===== config.mk =====
export PLATFORM = sky130hd
export DESIGN_NAME = eth_ipv4_tcp_header_parser_top
export DESIGN_NICKNAME = d
export VERILOG_FILES = /design/src/rtl/ethp_pkg.sv /design/src/rtl/eth_ipv4_tcp_header_parser_top.sv /design/src/rtl/ethp_parser.sv /design/src/rtl/ethp_out_skid.sv
export VERILOG_INCLUDE_DIRS = /design/src /design/src/rtl
export SDC_FILE = /design/constraint.sdc
export NUM_CORES = 1
export LEC_CHECK = 0
export ABC_AREA = 1
export BUFFER_PORTS_ARGS = -buffer_cell sky130_fd_sc_hd__buf_2
export CAP_MARGIN = 25
export CORE_MARGIN = 2
export CORE_UTILIZATION = 50
export CTS_CLUSTER_SIZE = 20
export DETAILED_ROUTE_END_ITERATION = 8
export PLACE_DENSITY_LB_ADDON = 0.2
export SLEW_MARGIN = 20
export SYNTH_ARGS = -nofsm -noshare
export SYNTH_HDL_FRONTEND = slang
export SYNTH_SLANG_ARGS = --single-unit

===== constraint.sdc =====
create_clock -name clk_i -period 24.7 [get_ports clk_i]
set_input_delay 4.94 -clock clk_i [delete_from_list [all_inputs] [get_ports clk_i]]
set_output_delay 4.94 -clock clk_i [all_outputs]
set_load 0.05 [all_outputs]

===== src/rtl/assert_macros.svh =====
// Assertion macros shared by the header parser RTL.
// No dependencies; each macro expands to one labeled concurrent assertion.
`ifndef ASSERT_MACROS_SVH
`define ASSERT_MACROS_SVH

// Same-cycle implication: cons must hold whenever ante holds.
`define ETHP_ASSERT_IMPL(label, clk, rst_n, ante, cons, msg) \
  label: assert property (@(posedge clk) disable iff (!rst_n) (ante) |-> (cons)) \
    else $error(msg);

// Next-cycle implication: cons must hold in the cycle after ante.
`define ETHP_ASSERT_NEXT(label, clk, rst_n, ante, cons, msg) \
  label: assert property (@(posedge clk) disable iff (!rst_n) (ante) |=> (cons)) \
    else $error(msg);

`endif


===== src/rtl/ethp_pkg.sv =====
// Shared types and constants for the Ethernet/IPv4/TCP header parser.
// No dependencies; used by ethp_parser, ethp_out_skid and the top level.
package ethp_pkg;

  localparam int unsigned PosW = 8;   // header offsets stay below 134
  localparam logic [PosW-1:0] PosMax = '1;

  localparam logic [15:0] ETHERTYPE_IPV4 = 16'h0800;
  localparam logic [7:0]  PROTO_TCP      = 8'h06;
  localparam logic [3:0]  MIN_HDR_WORDS  = 4'd5;

  localparam logic [7:0] CHAR_DOT   = 8'h2E;
  localparam logic [7:0] CHAR_LF    = 8'h0A;
  localparam logic [7:0] CHAR_CR    = 8'h0D;
  localparam logic [7:0] CHAR_FIRST = 8'h20;
  localparam logic [7:0] CHAR_LAST  = 8'h7E;

  // Byte offsets within the frame
  localparam logic [PosW-1:0] OFS_SRC_MAC   = 8'd6;
  localparam logic [PosW-1:0] OFS_ETYPE     = 8'd12;
  localparam logic [PosW-1:0] OFS_ETYPE_LO  = 8'd13;
  localparam logic [PosW-1:0] OFS_IP        = 8'd14;
  localparam logic [PosW-1:0] OFS_TOTLEN_HI = 8'd16;
  localparam logic [PosW-1:0] OFS_TOTLEN_LO = 8'd17;
  localparam logic [PosW-1:0] OFS_PROTO     = 8'd23;
  localparam logic [PosW-1:0] OFS_SRC_IP    = 8'd26;
  localparam logic [PosW-1:0] OFS_DST_IP    = 8'd30;
  localparam logic [PosW-1:0] OFS_IP_END    = 8'd34;
  // Offsets within the TCP header
  localparam logic [PosW-1:0] TCP_DST_PORT  = 8'd2;
  localparam logic [PosW-1:0] TCP_PORTS_END = 8'd4;
  localparam logic [PosW-1:0] TCP_DOFF      = 8'd12;

  localparam logic KIND_SUMMARY = 1'b0;
  localparam logic KIND_CHAR    = 1'b1;

  localparam int unsigned DataW = 216;

  typedef enum logic [1:0] {
    PH_HEADER,
    PH_PAYLOAD,
    PH_DISCARD
  } phase_e;

  typedef struct packed {
    logic        kind;
    logic [47:0] dst_mac;
    logic [47:0] src_mac;
    logic [31:0] src_ip;
    logic [31:0] dst_ip;
    logic [15:0] src_port;
    logic [15:0] dst_port;
    logic [15:0] payload_length;
    logic [7:0]  payload_char;
    logic        last;
  } result_t;

  function automatic logic [3:0] at_least_five(logic [3:0] words);
    return (words < MIN_HDR_WORDS) ? MIN_HDR_WORDS : words;
  endfunction

  function automatic logic [7:0] filter_char(logic [7:0] b);
    logic keep;
    keep = (b >= CHAR_FIRST && b <= CHAR_LAST) || b == CHAR_LF || b == CHAR_CR;
    return keep ? b : CHAR_DOT;
  endfunction

endpackage


===== src/rtl/eth_ipv4_tcp_header_parser_top.sv =====
// Top level of the Ethernet/IPv4/TCP header parser: stream ports and packing.
// Depends on ethp_pkg, ethp_parser and ethp_out_skid.
//
// Takes one captured frame byte per beat and accepts a beat every clock cycle while s_axis_tready is high.
// Non-IPv4 and non-TCP frames produce nothing; otherwise one summary record
// (tuser = 0) is issued on the last TCP header byte, followed by one filtered
// character beat (tuser = 1) per payload byte; tlast marks the final record of
// the frame. Each byte is handled combinationally by the parser, and its
// result goes to the master side via a result register backed by one skid
// register, which absorbs output stalls: s_axis_tready drops only when both
// hold a beat, so with m_axis_tready high the block sustains one byte per
// cycle. There is no clearing pass after reset.
module eth_ipv4_tcp_header_parser_top (
  input  logic                       clk_i,
  input  logic                       rst_ni,
  input  logic                       s_axis_tvalid,
  output logic                       s_axis_tready,
  input  logic [7:0]                 s_axis_tdata,  // [7:0] frame_byte
  input  logic                       s_axis_tlast,  // frame_end
  output logic                       m_axis_tvalid,
  input  logic                       m_axis_tready,
  // [47:0] dst_mac, [95:48] src_mac, [127:96] src_ip, [159:128] dst_ip,
  // [175:160] src_port, [191:176] dst_port, [207:192] payload_length,
  // [215:208] payload_char
  output logic [ethp_pkg::DataW-1:0] m_axis_tdata,
  output logic                       m_axis_tuser,  // [0] record_kind
  output logic                       m_axis_tlast   // last
);
  import ethp_pkg::*;

  logic    beat, res_valid;
  result_t res, out_res;

  assign beat = s_axis_tvalid && s_axis_tready;

  ethp_parser u_parser (
    .clk_i        (clk_i),
    .rst_ni       (rst_ni),
    .beat_i       (beat),
    .frame_byte_i (s_axis_tdata),
    .frame_end_i  (s_axis_tlast),
    .res_valid_o  (res_valid),
    .res_o        (res)
  );

  ethp_out_skid u_out (
    .clk_i       (clk_i),
    .rst_ni      (rst_ni),
    .push_i      (res_valid),
    .data_i      (res),
    .ready_o     (s_axis_tready),
    .out_valid_o (m_axis_tvalid),
    .out_ready_i (m_axis_tready),
    .out_data_o  (out_res)
  );

  assign m_axis_tdata = {out_res.payload_char, out_res.payload_length,
                         out_res.dst_port, out_res.src_port,
                         out_res.dst_ip, out_res.src_ip,
                         out_res.src_mac, out_res.dst_mac};
  assign m_axis_tuser = out_res.kind;
  assign m_axis_tlast = out_res.last;

endmodule


===== src/rtl/ethp_parser.sv =====
// Frame parser: byte counter, header field capture and result formation.
// Depends on ethp_pkg and assert_macros.svh.
`include "assert_macros.svh"

module ethp_parser (
  input  logic             clk_i,
  input  logic             rst_ni,
  input  logic             beat_i,
  input  logic [7:0]       frame_byte_i,
  input  logic             frame_end_i,
  output logic             res_valid_o,
  output ethp_pkg::result_t res_o
);
  import ethp_pkg::*;

  phase_e          phase_q, phase_d;
  logic [PosW-1:0] pos_q, pos_d;
  logic [47:0]     dst_mac_q, dst_mac_d, src_mac_q, src_mac_d;
  logic [15:0]     etype_q, etype_d;
  logic [3:0]      ihl_q, ihl_d, doff_q, doff_d;
  logic [15:0]     totlen_q, totlen_d;
  logic [31:0]     src_ip_q, src_ip_d, dst_ip_q, dst_ip_d;
  logic [15:0]     src_port_q, src_port_d, dst_port_q, dst_port_d;
  logic [15:0]     remain_q, remain_d;

  logic [PosW-1:0] tcp_start, rel;
  logic [6:0]      hdr_len;
  logic [15:0]     plen;

  assign hdr_len = {1'b0, ihl_q, 2'b00} + {1'b0, doff_q, 2'b00};
  assign plen    = (totlen_q > {9'd0, hdr_len}) ? (totlen_q - {9'd0, hdr_len}) : 16'd0;

  always_comb begin
    phase_d    = phase_q;
    pos_d      = pos_q;
    dst_mac_d  = dst_mac_q;
    src_mac_d  = src_mac_q;
    etype_d    = etype_q;
    ihl_d      = ihl_q;
    doff_d     = doff_q;
    totlen_d   = totlen_q;
    src_ip_d   = src_ip_q;
    dst_ip_d   = dst_ip_q;
    src_port_d = src_port_q;
    dst_port_d = dst_port_q;
    remain_d   = remain_q;
    res_valid_o = 1'b0;
    res_o       = '0;
    tcp_start   = '0;
    rel         = '0;

    if (beat_i) begin
      case (phase_q)
        PH_HEADER: begin
          if (pos_q < OFS_SRC_MAC) begin
            dst_mac_d = {dst_mac_q[39:0], frame_byte_i};
          end else if (pos_q < OFS_ETYPE) begin
            src_mac_d = {src_mac_q[39:0], frame_byte_i};
          end else if (pos_q < OFS_IP) begin
            etype_d = {etype_q[7:0], frame_byte_i};
            if (pos_q == OFS_ETYPE_LO && etype_d != ETHERTYPE_IPV4) begin
              phase_d = PH_DISCARD;
            end
          end else begin
            if (pos_q == OFS_IP) begin
              ihl_d = at_least_five(frame_byte_i[3:0]);
            end else if (pos_q == OFS_TOTLEN_HI || pos_q == OFS_TOTLEN_LO) begin
              totlen_d = {totlen_q[7:0], frame_byte_i};
            end else if (pos_q == OFS_PROTO) begin
              if (frame_byte_i != PROTO_TCP) phase_d = PH_DISCARD;
            end else if (pos_q >= OFS_SRC_IP && pos_q < OFS_DST_IP) begin
              src_ip_d = {src_ip_q[23:0], frame_byte_i};
            end else if (pos_q >= OFS_DST_IP && pos_q < OFS_IP_END) begin
              dst_ip_d = {dst_ip_q[23:0], frame_byte_i};
            end
            // TCP header starts right after the (possibly padded) IP header
            tcp_start = OFS_IP + {2'b00, ihl_d, 2'b00};
            rel       = pos_q - tcp_start;
            if (phase_d == PH_HEADER && pos_q >= tcp_start) begin
              if (rel < TCP_DST_PORT) begin
                src_port_d = {src_port_q[7:0], frame_byte_i};
              end else if (rel < TCP_PORTS_END) begin
                dst_port_d = {dst_port_q[7:0], frame_byte_i};
              end else if (rel == TCP_DOFF) begin
                doff_d = at_least_five(frame_byte_i[7:4]);
              end else if (rel > TCP_DOFF && (rel + 8'd1) == {2'b00, doff_q, 2'b00}) begin
                // last TCP header byte: issue the summary record
                res_valid_o          = 1'b1;
                res_o.kind           = KIND_SUMMARY;
                res_o.dst_mac        = dst_mac_q;
                res_o.src_mac        = src_mac_q;
                res_o.src_ip         = src_ip_q;
                res_o.dst_ip         = dst_ip_q;
                res_o.src_port       = src_port_q;
                res_o.dst_port       = dst_port_q;
                res_o.payload_length = plen;
                res_o.last           = (plen == 16'd0) || frame_end_i;
                if (plen == 16'd0) begin
                  phase_d = PH_DISCARD;
                end else begin
                  remain_d = plen;
                  phase_d  = PH_PAYLOAD;
                end
              end
            end
          end
          if (pos_q != PosMax) pos_d = pos_q + PosW'(1);
        end
        PH_PAYLOAD: begin
          if (remain_q != 16'd0) remain_d = remain_q - 16'd1;
          res_valid_o        = 1'b1;
          res_o.kind         = KIND_CHAR;
          res_o.payload_char = filter_char(frame_byte_i);
          res_o.last         = (remain_d == 16'd0) || frame_end_i;
          if (remain_d == 16'd0) phase_d = PH_DISCARD;
        end
        default: begin
          // drop everything up to the frame end
        end
      endcase

      if (frame_end_i) begin
        pos_d   = '0;
        phase_d = PH_HEADER;
      end
    end
  end

  always_ff @(posedge clk_i or negedge rst_ni) begin
    if (!rst_ni) begin
      phase_q  <= PH_HEADER;
      pos_q    <= '0;
      ihl_q    <= '0;
      doff_q   <= '0;
      remain_q <= '0;
    end else begin
      phase_q  <= phase_d;
      pos_q    <= pos_d;
      ihl_q    <= ihl_d;
      doff_q   <= doff_d;
      remain_q <= remain_d;
    end
  end

  always_ff @(posedge clk_i) begin
    dst_mac_q  <= dst_mac_d;
    src_mac_q  <= src_mac_d;
    etype_q    <= etype_d;
    totlen_q   <= totlen_d;
    src_ip_q   <= src_ip_d;
    dst_ip_q   <= dst_ip_d;
    src_port_q <= src_port_d;
    dst_port_q <= dst_port_d;
  end

  `ETHP_ASSERT_IMPL(a_payload_remain, clk_i, rst_ni, phase_q == PH_PAYLOAD,
    remain_q != 16'd0, "payload phase with nothing left to emit")
  `ETHP_ASSERT_NEXT(a_end_restarts, clk_i, rst_ni, beat_i && frame_end_i,
    phase_q == PH_HEADER && pos_q == '0, "frame end did not restart header parse")

endmodule


===== src/rtl/ethp_out_skid.sv =====
// Result register plus skid register between the parser and the output port.
// Depends on ethp_pkg and assert_macros.svh.
`include "assert_macros.svh"

module ethp_out_skid (
  input  logic              clk_i,
  input  logic              rst_ni,
  input  logic              push_i,
  input  ethp_pkg::result_t data_i,
  output logic              ready_o,
  output logic              out_valid_o,
  input  logic              out_ready_i,
  output ethp_pkg::result_t out_data_o
);
  import ethp_pkg::*;

  logic    main_valid_q, skid_valid_q;
  result_t main_q, skid_q;
  logic    main_free;

  assign main_free   = !main_valid_q || out_ready_i;
  assign ready_o     = !skid_valid_q;
  assign out_valid_o = main_valid_q;
  assign out_data_o  = main_q;

  always_ff @(posedge clk_i or negedge rst_ni) begin
    if (!rst_ni) begin
      main_valid_q <= 1'b0;
      skid_valid_q <= 1'b0;
    end else if (main_free) begin
      // advance the skid beat first; no push can arrive while it is held
      main_valid_q <= skid_valid_q || push_i;
      skid_valid_q <= 1'b0;
    end else if (push_i) begin
      skid_valid_q <= 1'b1;
    end
  end

  always_ff @(posedge clk_i) begin
    if (main_free) begin
      main_q <= skid_valid_q ? skid_q : data_i;
    end
    if (!main_free && push_i) begin
      skid_q <= data_i;
    end
  end

  `ETHP_ASSERT_IMPL(a_skid_behind_main, clk_i, rst_ni, skid_valid_q,
    main_valid_q, "skid register holds a beat while result register is empty")
  `ETHP_ASSERT_NEXT(a_skid_drains, clk_i, rst_ni, skid_valid_q && out_ready_i,
    main_valid_q && !skid_valid_q, "skid beat not moved into result register")

endmodule

==> results.md <==
- Status: complete, no violations
- Yosys top cell area share: 64.46%
- CTS root buf: clkbuf_16
- Number of global-route vias before repair: 18142
- Synthesized area: 30380 um2
- Max VDD drop: 51.96 uV
- Die area: 62740 um2
- Detailed-route DRC error count: 0
- Filler cells: 4935
- Pre-CTS setup slack: 14.28 ns
- CP max stage cell: nor2_4
- Worst r2r dst: u_out.skid_q[113]
- First-pass GRT wire length: 105600 um
- Pwr Total: 2.461 mW
- Worst setup SP type: input port
- Commonest cells post-synth: 652 x edfxtp_1, 600 x nand2_1, 300 x inv_1
- Hold-fix buffers, CTS: 0
- Cells after DPL: 3438
- Post-CTS sizing: 0
- # clock sinks: 688
- Delay-heaviest family, CP: simple AND/OR/NAND/NOR gates
- Unrepaired setup endpoints after global routing: false
- Max Clock Skew: 0.03037 ns
- Routed WL: 68080 um
- Initial antenna violation count: 1
- Final setup viols: 0
- Crit path launch: s_axis_tdata[1]
- Post-Syn Nets: 2551
- Worst skew pair latency: 0.63 ns
- RePlAce Congestion: 0.8667
- Clock Pin Slew Worst Setup and Hold Paths: 0.06 ns
- Crit path arrival time: 10.32 ns
- Reg-to-reg critical path startpoint: u_parser.pos_q[1]
- Number of max-cap violations: 0
- Placed cell area: 31960 um2
- Sequential-to-total area share from yosys stat: 67.42%
- Syn_area_per_cell: 12.09 um2
- TritonCTS clock tree: done
- Ys async rst share: 5.233%
- Synth area leader: edfxtp_1
- Synth warn: 0
- Final ANT Viol Nets: 0
- Dpl hpwl: 41840 um
- Die W: 250.5 um
- Die Y: 250.5 um
- CP most frequent cell: nand2_1
- Inserted Clock Buffers: 73
- Min-delay src: u_parser.totlen_q[2]
- EDFF count, synth: 652
- Hold Path Depth: 0
- CP Max Fanout: 51
- Starting Density: 50.42%
- CP bufs+invs: 6
- Most frequent cell after synthesis: edfxtp_1
- Share of cells above drive strength 1: 21.78%
- Worst min path class: flop to flop
- Fmax: 101.8 MHz
- Nets@finish: 2775
- Final Hold Vio Count: 0
- Remaining Overflow, GRT: 0
- Pleak: 15.36 nW
- ANT cells: 0
- R2R cell count: 25
- Crit. End Element: flop
- Worst path required time: 25.19 ns
- CP peak stage delay: 0.63 ns
- Setup TNS: 0 ns
- I/O Buffers: 232
- WL/cell: 19.05 um
- Detailed-route via count: 18487
- Setup Buffers After CTS: 0
- # IOs: 233
- Final Util: 57.14%
- Core area: 60250 um2
- Hold WS: 0.4717 ns
- Hold Path End: u_parser.totlen_q[10]
- Final Slew Violations: 0
- Filler-free cell count of the finished design: 3573
- # H-tree levels: 3
- Pwr Density: 71.48 nW/um2
- Final setup margin: 14.88 ns
- Largest net degree at the start of global routing: 203
- Design area: 34420 um2
- DR iter-0 viols: 1417
- Final worst path period need: 9.822 ns
- Pre-antenna DRT Iters: 7
- Ranking of synthesized cells by area: edfxtp_1 64%, nor2_4 7.5%, nand2_1 7.4%
- CP Class: input port to flop
- Cells after Synth: 2512
- Drt via density: 5.174
- Area delta synth->final: 13.33%
- Slew of the pin with the lowest slew margin: 1.180 ns
- # rows: 90
- Clk buf depth: 3
- Max-slew headroom: 21.33%
- Gr usage total: 21.74%
- Main synth FF type: edfxtp_1
- Worst reg2reg setup slack: 18.03 ns
- Synthesis-stage register bit count: 688
- Distinct cells, synth: 45
- Fin crit share: 39.77%
## logic make-up (layout without fill, tap and decap cells)
kind of cell               count (synthesis)  in the layout  share of synthesized area (%)
and+or+nand+nor                         1270           1270                          22.67
DFF                                      688            688                          67.42
buffers and inverters                    415            694                          6.463
AOI/OAI and AO/OA                         89             89                          1.627
adders and majority gates                 26             26                          1.145
xor gates and xnor gates                  23             23                         0.6632
other                                      1              1                        0.01235
## layer usage
layer	track usage, %	vias up	routed length, um
li1	-	8841	-
met1	31.37	9015	30530
met2	34.00	545	31830
met3	3.533	86	4275
met4	6.895	0	1447
met5	0	-	0
## power by group
group	leakage [nW]	switching [mW]	internal (mW)
combinational	6.56	0.0631	0.0231
clock	1.13	0.449	0.627
sequential	7.67	0.0183	1.28
total	15.4	0.530	1.93
## layout by cell type, fill, tap and decap left out, types with 4 or more instances in the layout
cell type,n
nor3_1,12
nor2_4,206
dfrtp_1,35
nand3_2,10
nand2_1,600
inv_2,9
inv_1,299
clkinv_2,8
nand4_1,21
a21o_1,4
nor4_1,4
inv_6,5
clkbuf_1,17
nand3_1,288
clkbuf_16,75
buf_2,233
nor2_1,100
xnor2_1,8
edfxtp_1,652
nand2_2,7
ha_1,23
buf_4,12
bufinv_16,6
o21ai_0,46
xor2_1,15
a21oi_1,23
clkinv_1,13
clkinvlp_4,4
buf_12,5
nor2_2,7
## how the worst max path moves through the flow
stage                         to  depth (start not counted)
2_1_floorplan    u_out.skid_q[0]                          3
3_3_place_gp   u_out.skid_q[106]                         26
3_5_place_dp   u_out.skid_q[113]                         26
4_1_cts        u_out.skid_q[113]                         26
5_1_grt         u_out.skid_q[99]                         27
6_report       u_out.skid_q[113]                         27
## layout make-up
type / count / area [um2] / share of cell area, %
clock buffer: 93 / 1954 / 5.678
clock inverter: 37 / 389.1 / 1.130
inverter: 310 / 1167 / 3.391
multi-input combinational: 1409 / 7996 / 23.23
sequential: 688 / 20480 / 59.50
tap: 782 / 978.4 / 2.842
timing repair buffer: 254 / 1454 / 4.224
## state kept, by name, summed over array words and instances, names as in the netlist
register	flops
u_parser.dst_port_q	16
u_out.out_valid_o	1
u_parser.src_ip_q	32
u_out.skid_valid_q	1
u_parser.src_port_q	16
u_parser.remain_q	16
u_parser.etype_q	8
u_parser.dst_mac_q	48
u_parser.ihl_q	4
u_parser.phase_q	2
u_parser.pos_q	8
u_parser.doff_q	4
u_parser.dst_ip_q	32
u_out.skid_q	218
u_parser.totlen_q	16
u_out.out_data_o	218
u_parser.src_mac_q	48
No activity file was read; power rests on OpenSTA's default activity.
